[src/rtl/bcti_pkg.sv]
// Shared types and constants for the Bezier curve table interpolator.
// No dependencies.
package bcti_pkg;

	localparam logic signed [31:0] Q_ONE   = 32'sd65536;
	localparam logic signed [31:0] Q_THREE = 32'sd196608;

	typedef enum logic [0:0] {
		CMD_BUILD  = 1'b0,
		CMD_LOOKUP = 1'b1
	} cmd_t;

	localparam logic [1:0] REG_CONTROL_ONE  = 2'd0;
	localparam logic [1:0] REG_CONTROL_TWO  = 2'd1;
	localparam logic [1:0] REG_TABLE_LENGTH = 2'd2;

	// one queued command word between front and back
	typedef struct packed {
		cmd_t               cmd;
		logic signed [31:0] pos;
	} cmd_word_t;

	typedef enum logic [4:0] {
		ST_IDLE,
		ST_B_DIV,
		ST_B_OMT,
		ST_B_M1,
		ST_B_M2,
		ST_B_M3,
		ST_B_M4,
		ST_B_M5,
		ST_B_M6,
		ST_B_M7,
		ST_B_M8,
		ST_B_SUM,
		ST_B_NEXT,
		ST_B_DONE,
		ST_L_SCALE,
		ST_L_RD,
		ST_L_WAIT,
		ST_L_MUL1,
		ST_L_MUL2,
		ST_L_OUT
	} state_t;

	function automatic logic signed [31:0] sat32(input logic signed [33:0] v);
		if (v > 34'sd2147483647) return 32'sh7FFFFFFF;
		if (v < -34'sd2147483648) return 32'sh80000000;
		return v[31:0];
	endfunction

	// Q16.16 multiply, round half away from zero, saturating
	function automatic logic signed [31:0] qround(input logic signed [63:0] p);
		logic        neg;
		logic [63:0] m;
		logic [63:0] r;
		neg = p[63];
		m = neg ? (64'd0 - p) : p;
		r = (m + 64'd32768) >> 16;
		if (!neg) return (r > 64'h7FFFFFFF) ? 32'sh7FFFFFFF : r[31:0];
		if (r >= 64'h80000000) return 32'sh80000000;
		return 32'(64'd0 - r);
	endfunction

endpackage

[src/rtl/bcti_front.sv]
// Front end: accepts command words into a two-entry queue.
// Depends on bcti_pkg.
module bcti_front import bcti_pkg::*; (
	input  logic      clk,
	input  logic      arst_n,
	input  logic      start,
	input  cmd_word_t in_word,
	output logic      busy,
	input  logic      pop,
	output logic      avail,
	output cmd_word_t head
);
	cmd_word_t q_q [2];
	logic [1:0] cnt_q;
	logic       rd_q, wr_q;
	logic       push;

	assign busy  = (cnt_q == 2'd2);
	assign push  = start && !busy;
	assign avail = (cnt_q != 2'd0);
	assign head  = q_q[rd_q];

	always_ff @(posedge clk or negedge arst_n) begin
		if (!arst_n) begin
			cnt_q <= '0;
			rd_q  <= 1'b0;
			wr_q  <= 1'b0;
		end else begin
			if (push) wr_q <= !wr_q;
			if (pop && avail) rd_q <= !rd_q;
			cnt_q <= cnt_q + 2'(push) - 2'(pop && avail);
		end
	end

	always_ff @(posedge clk) begin
		if (push) q_q[wr_q] <= in_word;
	end
endmodule

[config.mk]
export PLATFORM = sky130hd
export DESIGN_NAME = bcti_front
export DESIGN_NICKNAME = d
export VERILOG_FILES = /design/src/rtl/bcti_pkg.sv /design/src/rtl/bcti_front.sv
export SDC_FILE = /design/constraint.sdc
export NUM_CORES = 1
export LEC_CHECK = 0
export ABC_CLOCK_PERIOD_IN_PS = 5050
export BUFFER_PORTS_ARGS = -buffer_cell sky130_fd_sc_hd__buf_2
export CAP_MARGIN = 0
export CORE_ASPECT_RATIO = 0.5
export CORE_MARGIN = 2
export CORE_UTILIZATION = 56
export DETAILED_ROUTE_END_ITERATION = 7
export GPL_TIMING_DRIVEN = 0
export PLACE_DENSITY = 0.84
export SYNTH_ARGS = -nofsm -noshare
export SYNTH_HDL_FRONTEND = slang
export SYNTH_SLANG_ARGS = --single-unit
[constraint.sdc]
create_clock -name clk -period 5.05 [get_ports clk]
set_clock_uncertainty 0.05 [all_clocks]
set_input_delay 0.505 -clock clk [delete_from_list [all_inputs] [get_ports clk]]
set_output_delay 0.505 -clock clk [all_outputs]
set_load 0.02 [all_outputs]
==> metrics.txt <==
# TYPE chip_impl_metric gauge
chip_impl_metric{name="crit_path_max_cell_delay",unit="ns"} 0.34
chip_impl_metric{name="rrSetupSlack",unit="ns"} 3.20
chip_impl_metric{name="final_wl",unit="microns"} 4060
chip_impl_metric{name="finalHoldViolations",unit=""} 0
chip_impl_metric{name="number_of_iterations_in_the_first_detailed_routing_pass",unit=""} 4
chip_impl_metric{name="worst_hold_slack",unit="ns"} 0.307
chip_impl_metric{name="synth.net_count",unit=""} 160
chip_impl_metric{name="post-route-cell-area",unit="sq um"} 3380
chip_impl_metric{name="rows",unit=""} 17
chip_impl_info{name="class_of_the_most_critical_hold_timing_path",value="primary input to flop"} 1
chip_impl_metric{name="first_pass_grt_wire_length",unit="microns"} 5920
chip_impl_metric{name="timing.fmax",unit="MHz"} 497
chip_impl_metric{name="first_global_vias",unit=""} 1282
chip_impl_metric{name="route.antenna.remaining_nets",unit=""} 0
chip_impl_metric{name="floorplan.initialDensity",unit="%"} 59.8
chip_impl_metric{name="post-route-drc-count",unit=""} 0
chip_impl_metric{name="cts-buffers-inserted",unit=""} 9
chip_impl_metric{name="p_seq_share",unit="%"} 40.5
chip_impl_metric{name="total_switching_power",unit="W"} 0.000649
chip_impl_metric{name="post_drt_via_cell_ratio",unit=""} 4.73
chip_impl_metric{name="ant_cells",unit=""} 0
chip_impl_metric{name="wire_per_inst",unit="microns"} 14.8
chip_impl_metric{name="io-pin-count",unit=""} 72
chip_impl_metric{name="synthesis.instances",unit=""} 121
chip_impl_metric{name="post_route_cells_drive_above_1_share",unit="%"} 59.8
chip_impl_metric{name="finalSetupViolations",unit=""} 0
chip_impl_metric{name="switching_share",unit="%"} 31.3
chip_impl_metric{name="grt_max_degree",unit=""} 34
chip_impl_metric{name="final-max-slew-violation-count",unit=""} 0
chip_impl_metric{name="gr-usage-all-layers",unit="%"} 16.0
chip_impl_metric{name="timing.critical_path.fanout_max",unit=""} 10
chip_impl_metric{name="floorplan.die.height",unit="microns"} 53.2
chip_impl_metric{name="worst-endpoint-required",unit="ns"} 4.49
chip_impl_metric{name="max_slew.worst_pin.slew",unit="ns"} 0.949
chip_impl_metric{name="finish.net_count",unit=""} 243
chip_impl_metric{name="htree_num_levels",unit=""} 3
chip_impl_metric{name="detailedPlace.worstSlack",unit="ns"} 3.10
chip_impl_metric{name="yosys_warnings",unit=""} 0
chip_impl_info{name="clock-root-buffer",value="clkbuf_8"} 1
chip_impl_metric{name="clock_tree.buffer_depth",unit=""} 2
chip_impl_metric{name="dieWidth",unit="microns"} 102
chip_impl_metric{name="globalplace.congestion",unit=""} 0.760
chip_impl_metric{name="antenna_violations_before_repair",unit=""} 0
chip_impl_info{name="grt_setup_unrepaired",value="no"} 1
chip_impl_info{name="standard_cell_with_the_maximum_stage_delay_on_the_critical_path",value="dfrtp_1"} 1
chip_impl_metric{name="clkSlewWorstSetupHoldPaths",unit="ns"} 0.07
chip_impl_info{name="cts_tree",value="yes"} 1
chip_impl_metric{name="power_report.internal_total",unit="W"} 0.00142
chip_impl_metric{name="buffer_ports.inserted",unit=""} 71
chip_impl_info{name="crit_path_end_kind",value="output pin"} 1
chip_impl_metric{name="timing.max_cap.violations",unit=""} 0
chip_impl_metric{name="comb_power_share",unit="%"} 36.5
chip_impl_metric{name="clock_power_share",unit="%"} 23.0
chip_impl_metric{name="total_vias_in_the_final_route",unit=""} 1300
chip_impl_metric{name="synth.yosys.seq_area_share",unit="%"} 76.8
chip_impl_metric{name="synthesized_cell_area",unit="sq um"} 2710
chip_impl_info{name="setup.worst_path.start_class",value="flop"} 1
chip_impl_metric{name="core_area",unit="sq um"} 4530
chip_impl_metric{name="layout_worst_path_cycle_share",unit="%"} 39.9
chip_impl_info{name="critical-path-top-cell-by-count",value="buf_6"} 1
chip_impl_metric{name="place_hpwl",unit="microns"} 2710
chip_impl_metric{name="syn_area_per_cell",unit="sq um"} 22.4
chip_impl_info{name="critPathKind",value="flop to output pin"} 1
chip_impl_metric{name="insertion_delay",unit="ns"} 0.33
chip_impl_metric{name="ys_ff_latch",unit=""} 70
chip_impl_metric{name="drt_first_iter_violations",unit=""} 74
chip_impl_metric{name="globalRoute.totalOverflow",unit=""} 0
chip_impl_metric{name="power_leakage",unit="nW"} 1.38
chip_impl_metric{name="layout-area-overhead-vs-synth",unit="%"} 24.7
chip_impl_info{name="run_status",value="complete, no violations"} 1
chip_impl_metric{name="tns",unit="ns"} 0
chip_impl_metric{name="timing.slew.headroom",unit="%"} 36.6
chip_impl_metric{name="power_per_cell_area",unit="nW/um^2"} 613
chip_impl_metric{name="post-cts-setup-buffer-count",unit=""} 0
chip_impl_metric{name="minimum_period_implied_by_the_final_worst_setup_slack",unit="ns"} 2.01
chip_impl_metric{name="unique_cell_type_count_in_the_yosys_netlist",unit=""} 15
chip_impl_metric{name="dpl-instance-area",unit="sq um"} 3160
chip_impl_metric{name="die_area",unit="sq um"} 5450
chip_impl_metric{name="clock_sinks",unit=""} 70
chip_impl_metric{name="worst_ir_drop_vdd",unit="mV"} 0.315
chip_impl_info{name="worstPathCellList",value="buf_6 -> buf_6 -> mux2_4 -> buf_2"} 1
chip_impl_metric{name="crit_arrival",unit="ns"} 1.46
chip_impl_metric{name="final.setup.worst_slack",unit="ns"} 3.04
[synthesized netlist by cell type (all sizes together)]
cell,n,area (sq um)
nand2b,1,6.26
inv,2,7.51
nand2,1,3.75
dfrtp,4,100
or2,1,6.26
xnor2,3,26.3
and2,1,8.76
and3,1,6.26
xor2,1,8.76
mux2,33,480
nor2,1,3.75
ha,2,25.0
buf,4,45.0
edfxtp,66,1980
[flip-flops by register name, indices dropped and copies added, names as in the netlist]
name	flops
q_q	66
cnt_q	2
rd_q	1
wr_q	1
[final timing paths]
path                               startpoint                    to  cells after the start
setup / recovery             rd_q$_DFFE_PN0P_              head[12]                      4
hold / removal                     in_word[8]   q_q[1][8]$_DFFE_PP_                      1
setup reg to reg           cnt_q[1]$_DFF_PN0_  q_q[0][30]$_DFFE_PP_                      3
hold reg to reg            cnt_q[0]$_DFF_PN0_    cnt_q[0]$_DFF_PN0_                      1
max in group asynchronous              arst_n    cnt_q[1]$_DFF_PN0_                      2
min in group asynchronous              arst_n    cnt_q[0]$_DFF_PN0_                      2
[layout by cell type, fill, tap and decap left out, drive strengths merged]
cell type | synthesis | routed
and2 | 1 | 1
and3 | 1 | 1
buf | 4 | 75
bufinv | 0 | 2
clkbuf | 0 | 10
clkinv | 0 | 1
clkinvlp | 0 | 3
dfrtp | 4 | 4
dlygate4sd3 | 0 | 1
edfxtp | 66 | 66
ha | 2 | 2
inv | 2 | 2
mux2 | 33 | 33
nand2 | 1 | 1
nand2b | 1 | 1
nor2 | 1 | 1
or2 | 1 | 1
xnor2 | 3 | 3
xor2 | 1 | 1
[routing by layer]
layer  routed length (microns)  vias to the layer above  track usage (%)  share of wire, %
li1                          -                      636                -                 -
met1                      1610                      623             17.4                40
met2                      2210                       35             27.7                54
met3                       178                        6             7.00               4.4
met4                        65                        0             7.33               1.6
met5                         0                        -                0                 0
[through the flow]
step	utilization [%]	cells	power, W
after floorplan	-	121	0.00142
after global placement	69.5	258	0.00160
after detailed placement	69.7	258	0.00162
after CTS	74.6	275	0.00210
after global routing	74.6	275	0.00217
final	74.6	275	0.00207
[worst max-delay path, delay by kind of cell (launching register included)]
kind     cells  cell delay (ns)
buf+inv      3             0.48
flops        1             0.34
mux          1             0.31
[power by group through the flow]
stage          combinational [W]  clock [W]  sequential (W)
6_report                0.000756   0.000477        0.000839
4_1_cts                 0.000771   0.000487        0.000841
5_1_grt                 0.000811   0.000514        0.000849
3_3_place_gp            0.000752          0        0.000847
2_1_floorplan           0.000580          0        0.000840
3_5_place_dp            0.000766          0        0.000853
[repair_timing]
item,4_1_cts,5_1_grt
gates resized for setup,0,0
hold endpoints to repair,4,0
hold buffers,1,0
[area by class of cell]
type                    instances  area (sq um)
plain buffers                   4          45.0
clock buffers                  10           128
clock inverters                 6          86.3
fillers                       288          1150
inverters                       2          7.51
multi-input cells              45           584
flip-flops and latches         70          2080
well taps                      66          82.6
repair buffers                 72           365
[logic make-up (layout without fill, tap and decap cells)]
| kind of cell | count (synthesis) | after routing | synth area share, % |
|---|---|---|---|
| simple gates | 6 | 6 | 1.29 |
| xor+xnor | 4 | 4 | 1.29 |
| buf+inv | 6 | 94 | 1.94 |
| flops | 70 | 70 | 76.8 |
| mux | 33 | 33 | 17.7 |
| fa+ha+maj | 2 | 2 | 0.923 |
No activity file was read; power rests on OpenSTA's default activity.
